===== src/hdl/tcb_pkg.sv =====
`timescale 1ns / 1ps
// Shared constants, codes and types of the text console character buffer.
package tcb_pkg;

    // Default geometry of the console.
    localparam int COLUMNS_DEF  = 21;
    localparam int ROWS_DEF     = 7;
    localparam int TAB_SIZE_DEF = 4;

    // Payload widths fixed by the interface.
    localparam int CHAR_W   = 8;
    localparam int POS_W    = 8;
    localparam int OP_W     = 2;
    localparam int APB_AW   = 3;
    localparam int APB_DW   = 32;

    // Configuration register reset value and index.
    localparam logic [CHAR_W-1:0] BELL_RESET = 8'd20;
    localparam logic              REG_BELL   = 1'b0;

    // Item operation codes.
    localparam logic [OP_W-1:0] OP_RECV = 2'd0;
    localparam logic [OP_W-1:0] OP_READ = 2'd1;
    localparam logic [OP_W-1:0] OP_TICK = 2'd2;

    // Control characters and stored character values.
    localparam logic [CHAR_W-1:0] CH_NUL   = 8'h00;
    localparam logic [CHAR_W-1:0] CH_BEL   = 8'h07;
    localparam logic [CHAR_W-1:0] CH_BS    = 8'h08;
    localparam logic [CHAR_W-1:0] CH_TAB   = 8'h09;
    localparam logic [CHAR_W-1:0] CH_LF    = 8'h0A;
    localparam logic [CHAR_W-1:0] CH_VT    = 8'h0B;
    localparam logic [CHAR_W-1:0] CH_FF    = 8'h0C;
    localparam logic [CHAR_W-1:0] CH_CR    = 8'h0D;
    localparam logic [CHAR_W-1:0] CH_SPACE = 8'h20;
    localparam logic [CHAR_W-1:0] CH_HIGH  = 8'h80;

    // Sequencer states.
    typedef enum logic [1:0] {
        ST_IDLE,
        ST_EXEC,
        ST_FILL,
        ST_RESP
    } tcb_state_t;

endpackage


===== src/hdl/text_console_char_buffer.sv =====
`timescale 1ns / 1ps
// Top level of the text console character buffer.
//
//  Channel  Direction  Handshake        Payload
//  s_       in         s_valid/s_ready  s_op, s_char_in, s_cell_index
//  m_       out        m_valid/m_ready  m_cell_char, m_cell_filled, m_cursor_at,
//                                       m_filled_count, m_view_start, m_bell_on
//  APB      in         psel/penable     paddr, pwdata, prdata (bell_duration)
//
// One item is worked at a time: after acceptance it passes the execute state, then the
// fill state while blank cells are written, one per cycle (up to COLUMNS for a line
// step), since the cell memory takes one write per cycle, then the response state
// that loads the result. A result waiting in the output register stalls that load,
// and no new item is accepted until it is loaded. Reset clears the pointers and the
// bell; the cell memory is not cleared, so no clearing pass follows reset.
module text_console_char_buffer #(
    parameter int COLUMNS  = tcb_pkg::COLUMNS_DEF,
    parameter int ROWS     = tcb_pkg::ROWS_DEF,
    parameter int TAB_SIZE = tcb_pkg::TAB_SIZE_DEF
) (
    input  logic                        aclk,
    input  logic                        aresetn,
    input  logic                        s_valid,
    output logic                        s_ready,
    input  logic [tcb_pkg::OP_W-1:0]    s_op,
    input  logic [tcb_pkg::CHAR_W-1:0]  s_char_in,
    input  logic [tcb_pkg::POS_W-1:0]   s_cell_index,
    output logic                        m_valid,
    input  logic                        m_ready,
    output logic [tcb_pkg::CHAR_W-1:0]  m_cell_char,
    output logic                        m_cell_filled,
    output logic [tcb_pkg::POS_W-1:0]   m_cursor_at,
    output logic [tcb_pkg::POS_W-1:0]   m_filled_count,
    output logic [tcb_pkg::POS_W-1:0]   m_view_start,
    output logic                        m_bell_on,
    input  logic                        psel,
    input  logic                        penable,
    input  logic                        pwrite,
    input  logic [tcb_pkg::APB_AW-1:0]  paddr,
    input  logic [tcb_pkg::APB_DW-1:0]  pwdata,
    output logic [tcb_pkg::APB_DW-1:0]  prdata,
    output logic                        pready
);
    import tcb_pkg::*;

    localparam int CELLS = COLUMNS * ROWS;
    localparam int AW    = $clog2(CELLS);

    logic [CHAR_W-1:0] bell_duration;
    logic              mem_we;
    logic [AW-1:0]     mem_waddr;
    logic [CHAR_W-1:0] mem_wdata;
    logic              mem_re;
    logic [AW-1:0]     mem_raddr;
    logic [CHAR_W-1:0] mem_rdata;

    // Configuration registers.
    tcb_regs u_regs (
        .aclk          (aclk),
        .aresetn       (aresetn),
        .psel          (psel),
        .penable       (penable),
        .pwrite        (pwrite),
        .paddr         (paddr),
        .pwdata        (pwdata),
        .prdata        (prdata),
        .pready        (pready),
        .bell_duration (bell_duration)
    );

    // Cell ring memory.
    tcb_cell_ram #(
        .DEPTH (CELLS),
        .AW    (AW)
    ) u_ram (
        .aclk  (aclk),
        .we    (mem_we),
        .waddr (mem_waddr),
        .wdata (mem_wdata),
        .re    (mem_re),
        .raddr (mem_raddr),
        .rdata (mem_rdata)
    );

    // Sequencer.
    tcb_ctrl #(
        .COLUMNS  (COLUMNS),
        .ROWS     (ROWS),
        .TAB_SIZE (TAB_SIZE),
        .AW       (AW)
    ) u_ctrl (
        .aclk           (aclk),
        .aresetn        (aresetn),
        .s_valid        (s_valid),
        .s_ready        (s_ready),
        .s_op           (s_op),
        .s_char_in      (s_char_in),
        .s_cell_index   (s_cell_index),
        .m_valid        (m_valid),
        .m_ready        (m_ready),
        .m_cell_char    (m_cell_char),
        .m_cell_filled  (m_cell_filled),
        .m_cursor_at    (m_cursor_at),
        .m_filled_count (m_filled_count),
        .m_view_start   (m_view_start),
        .m_bell_on      (m_bell_on),
        .bell_duration  (bell_duration),
        .mem_we         (mem_we),
        .mem_waddr      (mem_waddr),
        .mem_wdata      (mem_wdata),
        .mem_re         (mem_re),
        .mem_raddr      (mem_raddr),
        .mem_rdata      (mem_rdata)
    );

endmodule


===== src/hdl/tcb_cell_ram.sv =====
`timescale 1ns / 1ps
// Character cell ring memory: one write port, one registered read port.
module tcb_cell_ram #(
    parameter int DEPTH = tcb_pkg::COLUMNS_DEF * tcb_pkg::ROWS_DEF,
    parameter int AW    = $clog2(tcb_pkg::COLUMNS_DEF * tcb_pkg::ROWS_DEF)
) (
    input  logic                        aclk,
    input  logic                        we,
    input  logic [AW-1:0]               waddr,
    input  logic [tcb_pkg::CHAR_W-1:0]  wdata,
    input  logic                        re,
    input  logic [AW-1:0]               raddr,
    output logic [tcb_pkg::CHAR_W-1:0]  rdata
);
    import tcb_pkg::*;

    logic [CHAR_W-1:0] mem [DEPTH];
    logic [CHAR_W-1:0] rdata_reg;

    // Write port.
    always_ff @(posedge aclk) begin
        if (we) begin
            mem[waddr] <= wdata;
        end
    end

    // Read port; the data holds until the next read.
    always_ff @(posedge aclk) begin
        if (re) begin
            rdata_reg <= mem[raddr];
        end
    end

    assign rdata = rdata_reg;

endmodule


===== src/hdl/tcb_regs.sv =====
`timescale 1ns / 1ps
// APB configuration register file holding the bell duration.
module tcb_regs (
    input  logic                        aclk,
    input  logic                        aresetn,
    input  logic                        psel,
    input  logic                        penable,
    input  logic                        pwrite,
    input  logic [tcb_pkg::APB_AW-1:0]  paddr,
    input  logic [tcb_pkg::APB_DW-1:0]  pwdata,
    output logic [tcb_pkg::APB_DW-1:0]  prdata,
    output logic                        pready,
    output logic [tcb_pkg::CHAR_W-1:0]  bell_duration
);
    import tcb_pkg::*;

    logic [CHAR_W-1:0] bell_dur_reg;
    logic              wr_en;
    logic              sel_bell;

    assign pready   = 1'b1;
    assign sel_bell = (paddr[APB_AW-1] == REG_BELL);
    assign wr_en    = psel && penable && pwrite && pready;

    // Register write at the access phase of a write transaction.
    always_ff @(posedge aclk) begin
        if (!aresetn) begin
            bell_dur_reg <= BELL_RESET;
        end else if (wr_en && sel_bell) begin
            bell_dur_reg <= pwdata[CHAR_W-1:0];
        end
    end

    // Read data; only the top address bit is decoded, and addresses with it set read as zero.
    always_comb begin
        prdata = '0;
        if (sel_bell) begin
            prdata = APB_DW'(bell_dur_reg);
        end
    end

    assign bell_duration = bell_dur_reg;

endmodule


===== src/hdl/tcb_ctrl.sv =====
`timescale 1ns / 1ps
// Sequencer: byte decoding, cursor and ring pointers, blank fill and cell reads.
module tcb_ctrl #(
    parameter int COLUMNS  = tcb_pkg::COLUMNS_DEF,
    parameter int ROWS     = tcb_pkg::ROWS_DEF,
    parameter int TAB_SIZE = tcb_pkg::TAB_SIZE_DEF,
    parameter int AW       = $clog2(tcb_pkg::COLUMNS_DEF * tcb_pkg::ROWS_DEF)
) (
    input  logic                        aclk,
    input  logic                        aresetn,
    input  logic                        s_valid,
    output logic                        s_ready,
    input  logic [tcb_pkg::OP_W-1:0]    s_op,
    input  logic [tcb_pkg::CHAR_W-1:0]  s_char_in,
    input  logic [tcb_pkg::POS_W-1:0]   s_cell_index,
    output logic                        m_valid,
    input  logic                        m_ready,
    output logic [tcb_pkg::CHAR_W-1:0]  m_cell_char,
    output logic                        m_cell_filled,
    output logic [tcb_pkg::POS_W-1:0]   m_cursor_at,
    output logic [tcb_pkg::POS_W-1:0]   m_filled_count,
    output logic [tcb_pkg::POS_W-1:0]   m_view_start,
    output logic                        m_bell_on,
    input  logic [tcb_pkg::CHAR_W-1:0]  bell_duration,
    output logic                        mem_we,
    output logic [AW-1:0]               mem_waddr,
    output logic [tcb_pkg::CHAR_W-1:0]  mem_wdata,
    output logic                        mem_re,
    output logic [AW-1:0]               mem_raddr,
    input  logic [tcb_pkg::CHAR_W-1:0]  mem_rdata
);
    import tcb_pkg::*;

    localparam int CELLS = COLUMNS * ROWS;
    // Positions including the overshoot of a line step before scrolling.
    localparam int PW    = $clog2(2 * CELLS);
    localparam int IW    = (PW > POS_W) ? PW : POS_W;
    localparam int CW    = $clog2(COLUMNS);
    localparam int TW    = $clog2(TAB_SIZE + 1);

    localparam logic [PW-1:0] CELLS_P  = PW'(CELLS);
    localparam logic [PW-1:0] COLS_P   = PW'(COLUMNS);
    localparam logic [PW-1:0] TAB_P    = PW'(TAB_SIZE);
    localparam logic [CW-1:0] COL_LAST = CW'(COLUMNS - 1);
    localparam logic [TW-1:0] TPH_LAST = TW'(TAB_SIZE - 1);
    localparam logic [TW-1:0] TPH_WRAP = TW'((COLUMNS - 1) % TAB_SIZE);

    tcb_state_t state_reg, state_next;

    logic [OP_W-1:0]   op_reg;
    logic [CHAR_W-1:0] ch_reg;
    logic [POS_W-1:0]  idx_reg;

    logic [PW-1:0] cursor_reg, cursor_next;
    logic [PW-1:0] used_reg,   used_next;
    logic [PW-1:0] start_reg,  start_next;
    logic [PW-1:0] tgt_reg,    tgt_next;
    logic [CW-1:0] col_reg,    col_next;
    logic [TW-1:0] tph_reg,    tph_next;
    logic [CHAR_W-1:0] bell_reg, bell_next;
    logic hit_reg, hit_next;

    logic m_valid_reg, m_valid_next;
    logic [CHAR_W-1:0] m_char_reg;
    logic m_filled_reg;
    logic [POS_W-1:0] m_cursor_reg, m_used_reg, m_start_reg;
    logic m_bell_reg;
    logic out_load;

    logic [PW-1:0] col_w;
    logic [PW-1:0] inc_w;
    logic [PW-1:0] scroll_start;
    logic          adv_en;
    logic [PW-1:0] adv_step;
    logic [PW-1:0] adv_tgt;

    // Ring index of a screen position: one compare and subtract.
    function automatic logic [AW-1:0] ring(input logic [PW-1:0] base,
                                           input logic [PW-1:0] pos);
        logic [PW-1:0] sum;
        sum = base + pos;
        if (sum >= CELLS_P) begin
            sum = sum - CELLS_P;
        end
        return AW'(sum);
    endfunction

    assign col_w        = PW'(col_reg);
    assign inc_w        = TAB_P - PW'(tph_reg);
    assign scroll_start = PW'(ring(start_reg, COLS_P));

    // State and control registers.
    always_ff @(posedge aclk) begin
        if (!aresetn) begin
            state_reg   <= ST_IDLE;
            cursor_reg  <= '0;
            used_reg    <= '0;
            start_reg   <= '0;
            col_reg     <= '0;
            tph_reg     <= '0;
            bell_reg    <= '0;
            m_valid_reg <= 1'b0;
        end else begin
            state_reg   <= state_next;
            cursor_reg  <= cursor_next;
            used_reg    <= used_next;
            start_reg   <= start_next;
            col_reg     <= col_next;
            tph_reg     <= tph_next;
            bell_reg    <= bell_next;
            m_valid_reg <= m_valid_next;
        end
    end

    // Item capture, fill target and result payload.
    always_ff @(posedge aclk) begin
        if (s_valid && s_ready) begin
            op_reg  <= s_op;
            ch_reg  <= s_char_in;
            idx_reg <= s_cell_index;
        end
        tgt_reg <= tgt_next;
        hit_reg <= hit_next;
        if (out_load) begin
            m_char_reg   <= hit_reg ? mem_rdata : '0;
            m_filled_reg <= hit_reg;
            m_cursor_reg <= POS_W'(cursor_reg);
            m_used_reg   <= POS_W'(used_reg);
            m_start_reg  <= POS_W'(start_reg);
            m_bell_reg   <= (bell_reg != '0);
        end
    end

    // Next state, pointer updates and memory accesses.
    always_comb begin
        state_next  = state_reg;
        cursor_next = cursor_reg;
        used_next   = used_reg;
        start_next  = start_reg;
        col_next    = col_reg;
        tph_next    = tph_reg;
        tgt_next    = tgt_reg;
        bell_next   = bell_reg;
        hit_next    = hit_reg;
        mem_we      = 1'b0;
        mem_waddr   = ring(start_reg, used_reg);
        mem_wdata   = CH_SPACE;
        mem_re      = 1'b0;
        mem_raddr   = ring(start_reg, PW'(idx_reg));
        s_ready     = 1'b0;
        out_load    = 1'b0;
        adv_en      = 1'b0;
        adv_step    = COLS_P;
        adv_tgt     = '0;

        unique case (state_reg)
            ST_IDLE: begin
                s_ready = 1'b1;
                if (s_valid) begin
                    state_next = ST_EXEC;
                end
            end

            ST_EXEC: begin
                state_next = ST_RESP;
                hit_next   = 1'b0;
                if (op_reg == OP_RECV) begin
                    unique case (ch_reg)
                        CH_NUL: begin
                        end
                        CH_BEL: begin
                            bell_next = bell_duration;
                        end
                        CH_BS: begin
                            if (cursor_reg != '0) begin
                                cursor_next = cursor_reg - PW'(1);
                                if (col_reg == '0) begin
                                    col_next = COL_LAST;
                                    tph_next = TPH_WRAP;
                                end else begin
                                    col_next = col_reg - CW'(1);
                                    tph_next = (tph_reg == '0) ? TPH_LAST : tph_reg - TW'(1);
                                end
                            end
                        end
                        CH_TAB: begin
                            if (col_w + inc_w >= COLS_P) begin
                                // The next stop lies past the row: acts as line feed.
                                adv_en   = 1'b1;
                                adv_step = COLS_P - col_w;
                                col_next = '0;
                                tph_next = '0;
                            end else begin
                                cursor_next = cursor_reg + inc_w;
                                tgt_next    = cursor_reg + inc_w;
                                col_next    = col_reg + CW'(inc_w);
                                tph_next    = '0;
                                if (cursor_reg + inc_w > used_reg) begin
                                    state_next = ST_FILL;
                                end
                            end
                        end
                        CH_LF: begin
                            adv_en   = 1'b1;
                            adv_step = COLS_P - col_w;
                            col_next = '0;
                            tph_next = '0;
                        end
                        CH_VT: begin
                            adv_en   = 1'b1;
                            adv_step = COLS_P;
                        end
                        CH_FF: begin
                            cursor_next = '0;
                            used_next   = '0;
                            start_next  = '0;
                            col_next    = '0;
                            tph_next    = '0;
                        end
                        CH_CR: begin
                            cursor_next = cursor_reg - col_w;
                            col_next    = '0;
                            tph_next    = '0;
                        end
                        default: begin
                            // Store a character at the cursor, clamping high codes.
                            mem_we    = 1'b1;
                            mem_waddr = ring(start_reg, cursor_reg);
                            mem_wdata = ch_reg[CHAR_W-1] ? CH_HIGH : ch_reg;
                            if (cursor_reg < used_reg) begin
                                cursor_next = cursor_reg + PW'(1);
                            end else if (cursor_reg + PW'(1) >= CELLS_P) begin
                                cursor_next = cursor_reg + PW'(1) - COLS_P;
                                used_next   = used_reg + PW'(1) - COLS_P;
                                start_next  = scroll_start;
                            end else begin
                                cursor_next = cursor_reg + PW'(1);
                                used_next   = used_reg + PW'(1);
                            end
                            if (col_reg == COL_LAST) begin
                                col_next = '0;
                                tph_next = '0;
                            end else begin
                                col_next = col_reg + CW'(1);
                                tph_next = (tph_reg == TPH_LAST) ? '0 : tph_reg + TW'(1);
                            end
                        end
                    endcase
                end else if (op_reg == OP_READ) begin
                    mem_re   = 1'b1;
                    hit_next = (IW'(idx_reg) < IW'(used_reg)) &&
                               (IW'(idx_reg) < IW'(CELLS));
                end else if (op_reg == OP_TICK) begin
                    if (bell_reg != '0) begin
                        bell_next = bell_reg - CHAR_W'(1);
                    end
                end

                // Line step: scroll one row if it runs off the screen, then blank-fill.
                if (adv_en) begin
                    adv_tgt = cursor_reg + adv_step;
                    if (adv_tgt > used_reg) begin
                        if (adv_tgt >= CELLS_P) begin
                            start_next = scroll_start;
                            used_next  = used_reg - COLS_P;
                            adv_tgt    = adv_tgt - COLS_P;
                        end
                        tgt_next   = adv_tgt;
                        state_next = ST_FILL;
                    end
                    cursor_next = adv_tgt;
                end
            end

            ST_FILL: begin
                // One blank cell per cycle at the end of the filled text.
                mem_we    = 1'b1;
                used_next = used_reg + PW'(1);
                if (used_reg + PW'(1) == tgt_reg) begin
                    state_next = ST_RESP;
                end
            end

            ST_RESP: begin
                if (!m_valid_reg || m_ready) begin
                    out_load   = 1'b1;
                    state_next = ST_IDLE;
                end
            end

            default: begin
                state_next = ST_IDLE;
            end
        endcase
    end

    // Output register valid flag.
    always_comb begin
        m_valid_next = m_valid_reg;
        if (out_load) begin
            m_valid_next = 1'b1;
        end else if (m_ready) begin
            m_valid_next = 1'b0;
        end
    end

    assign m_valid        = m_valid_reg;
    assign m_cell_char    = m_char_reg;
    assign m_cell_filled  = m_filled_reg;
    assign m_cursor_at    = m_cursor_reg;
    assign m_filled_count = m_used_reg;
    assign m_view_start   = m_start_reg;
    assign m_bell_on      = m_bell_reg;

endmodule


===== config.mk =====
export PLATFORM = sky130hd
export DESIGN_NAME = text_console_char_buffer
export DESIGN_NICKNAME = d
export VERILOG_FILES = /design/src/hdl/tcb_pkg.sv /design/src/hdl/text_console_char_buffer.sv /design/src/hdl/tcb_cell_ram.sv /design/src/hdl/tcb_regs.sv /design/src/hdl/tcb_ctrl.sv
export SDC_FILE = /design/constraint.sdc
export NUM_CORES = 2
export LEC_CHECK = 0
export ABC_AREA = 0
export BUFFER_PORTS_ARGS = -buffer_cell sky130_fd_sc_hd__buf_2
export CORE_ASPECT_RATIO = 0.8
export CORE_MARGIN = 2
export CORE_UTILIZATION = 59
export CTS_BUF_LIST = sky130_fd_sc_hd__clkbuf_8
export DETAILED_ROUTE_END_ITERATION = 16
export GPL_ROUTABILITY_DRIVEN = 0
export PLACE_DENSITY = 0.79
export SLEW_MARGIN = 40
export SYNTH_ARGS = -nofsm -noshare
export SYNTH_HDL_FRONTEND = slang
export SYNTH_SLANG_ARGS = --single-unit
export TNS_END_PERCENT = 50

===== constraint.sdc =====
create_clock -name aclk -period 8 [get_ports aclk]
set_input_delay 1.6 -clock aclk [delete_from_list [all_inputs] [get_ports aclk]]
set_output_delay 1.6 -clock aclk [all_outputs]
set_load 0.005 [all_outputs]

==> metrics.txt <==
max_slew headroom 0.3826; Worst-path clk slew 0.06 ns; CTS buffer count 194; Biggest register u_ram.mem; initial core utilization 0.5974; drt total wl 171.7 mm; IO Pins 129; Yosys Warn Count 0; Peak VDD IR 217.9 µV; Max Cap Viol 0; final hold viol count 0; total global routing overflow 0; post-route ant nets 0; max FFs per register 1176; Seq. cell area 0.03850 mm²; status complete, no violations; Primary FF master, synth edfxtp_1; Post-CTS Resized 0; Die Height 292.8 µm; layout cells sized above 1 0.1175; H-tree depth 4; CP Capture Type register; Synth Area per Inst 12.06 µm²; worst-margin pin slew 0.9176 ns; fmax 0.1367 GHz; # port buffers 77; Multi-input gate area 0.02185 mm²; cell at the slowest stage of the critical path o22ai_1; Post-DP HPWL 109.3 mm; Core ar. 0.1030 mm²; Tot Pwr 19.18 mW; Final Cycle Share 0.9142; largest net degree at the start of global routing 115; post-synth top area share 0.6081; Max Clock Skew 0.05713 ns; setup TNS 0 ns; register area share after synthesis 0.6256; count leader, synth edfxtp_1; asr flop ratio synth 0; DR vias 44724; TritonRoute pass-1 iters 12; Post-CTS Setup Inserts 0; Max clock buf depth 3; Pwr per Cell Area 285.3 mW/mm²; hold bufs inserted after CTS 0; Row Count 105; commonest cells in the netlist 1246 x edfxtp_1, 848 x nand2_1, 366 x nand3_1; Via density 6.661; initial antenna violation count 3; post-route minimum period 7.313 ns; die width 365.1 µm; total die area 0.1069 mm²; post-route cell area 0.06725 mm²; GR Util All Layers 0.3160; placed inst area 0.06353 mm²; CTS Sinks 1300; biggest area consumer among synthesized cells edfxtp_1; final count of pins violating max slew 0; clock root cell clkbuf_8; TritonCTS clock tree done; HP Class register to register; #FFs+latches synth 1300; Worst Path Required 8.79 ns; Setup crit start kind register; Post-Syn Instances 5102; critical path arrival 8.11 ns; Setup CP Type register to register; RSZ-0062 raised after global routing false; first-pass GRT wire length 253.1 mm; Final Net Count 5336; Synth area leaders edfxtp_1 61%, mux2i_1 5.2%, nand2_1 5.2%; clk_lat worst skew 0.87 ns; area grow syn2layout 9.287%; EDFF count, synth 1246; fill count 7402; Residual DRC 0; Iter 0 DRT Violations 7185; vias in the first global route 41473; Final setup violation count 0; slowest stage delay, CP 0.61 ns; crit path max fanout 10; Fin Hold WS 0.4811 ns; P_leak 23.53 nW; DR WL/cell 25.57 µm; Mapped Area 0.06153 mm²; Distinct cells, synth 87
area by class of cell:
cell class / instances / share of cell area
flip-flops and latches: 1300 / 0.5725
inverters: 67 / 0.003740
well taps: 1391 / 0.02588
diodes: 3 / 0.0001116
clock buffers: 202 / 0.04134
multi-input cells: 3413 / 0.3249
repair buffers: 186 / 0.02058
clock inverters: 152 / 0.01096
per-stage QoR:
stage,worst slack [ns],util,cells
final,0.6867,0.6529,6714
after global routing,0.1165,0.6529,6713
after CTS,0.8922,0.6510,6709
after detailed placement,0.8980,0.6168,6355
after global placement,0.9780,0.6142,6352
after floorplan,0.4565,-,5125
cells in the final DEF, fill, tap and decap left out, types with 60 or more instances in the layout:
master / instances
edfxtp_1: 1246
nand2_1: 846
nand3_1: 348
mux2i_1: 321
nor2_1: 232
clkbuf_8: 202
a21oi_1: 200
inv_1: 136
a211oi_1: 112
o21ai_0: 104
ha_1: 104
buf_4: 90
nor2_2: 81
buf_2: 77
xnor2_1: 75
and3_1: 64
a31oi_1: 62
nor2b_1: 60
power breakdown:
part | leakage, nW | switching (mW) | internal [mW]
logic | 9.98 | 4.50 | 1.96
registers | 11.5 | 0.0979 | 7.63
clock network | 2.08 | 2.58 | 2.42
path summary, 6_finish.rpt:
kind | slack (ns) | cells after the start | end | from
max | 0.69 | 30 | u_ctrl.start_reg[0] | u_ctrl.tph_reg[0]
min | 0.48 | 2 | u_regs.bell_duration[6] | u_regs.bell_duration[6]
max reg2reg | 0.69 | 30 | u_ctrl.start_reg[0] | u_ctrl.tph_reg[0]
min reg2reg | 0.48 | 2 | u_regs.bell_duration[6] | u_regs.bell_duration[6]
cell families after synthesis:
kind of cell | synth area share
mux | 0.06446
fa+ha+maj | 0.02420
other cells | 0.0001221
simple gates | 0.1352
flops | 0.6256
compound gates | 0.1042
buf+inv | 0.02873
xor+xnor | 0.01745
layer usage:
layer  GRT usage  share of wire  vias up
met2      0.4518           0.43     3265
met5     0.03055         0.0026        -
li1            -              -    19371
met3     0.09763           0.14      546
met1      0.4486           0.39    21534
met4      0.1276          0.040        8
worst max-delay path, delay by kind of cell, from the launching register on:
| family | cells | cell delay (ns) |
|---|---|---|
| xor+xnor | 1 | 0.32 |
| compound gates | 13 | 2.89 |
| fa+ha+maj | 6 | 1.80 |
| flops | 1 | 0.48 |
| buf+inv | 3 | 0.35 |
| simple gates | 7 | 1.42 |
(Power assumes the default switching activity.)
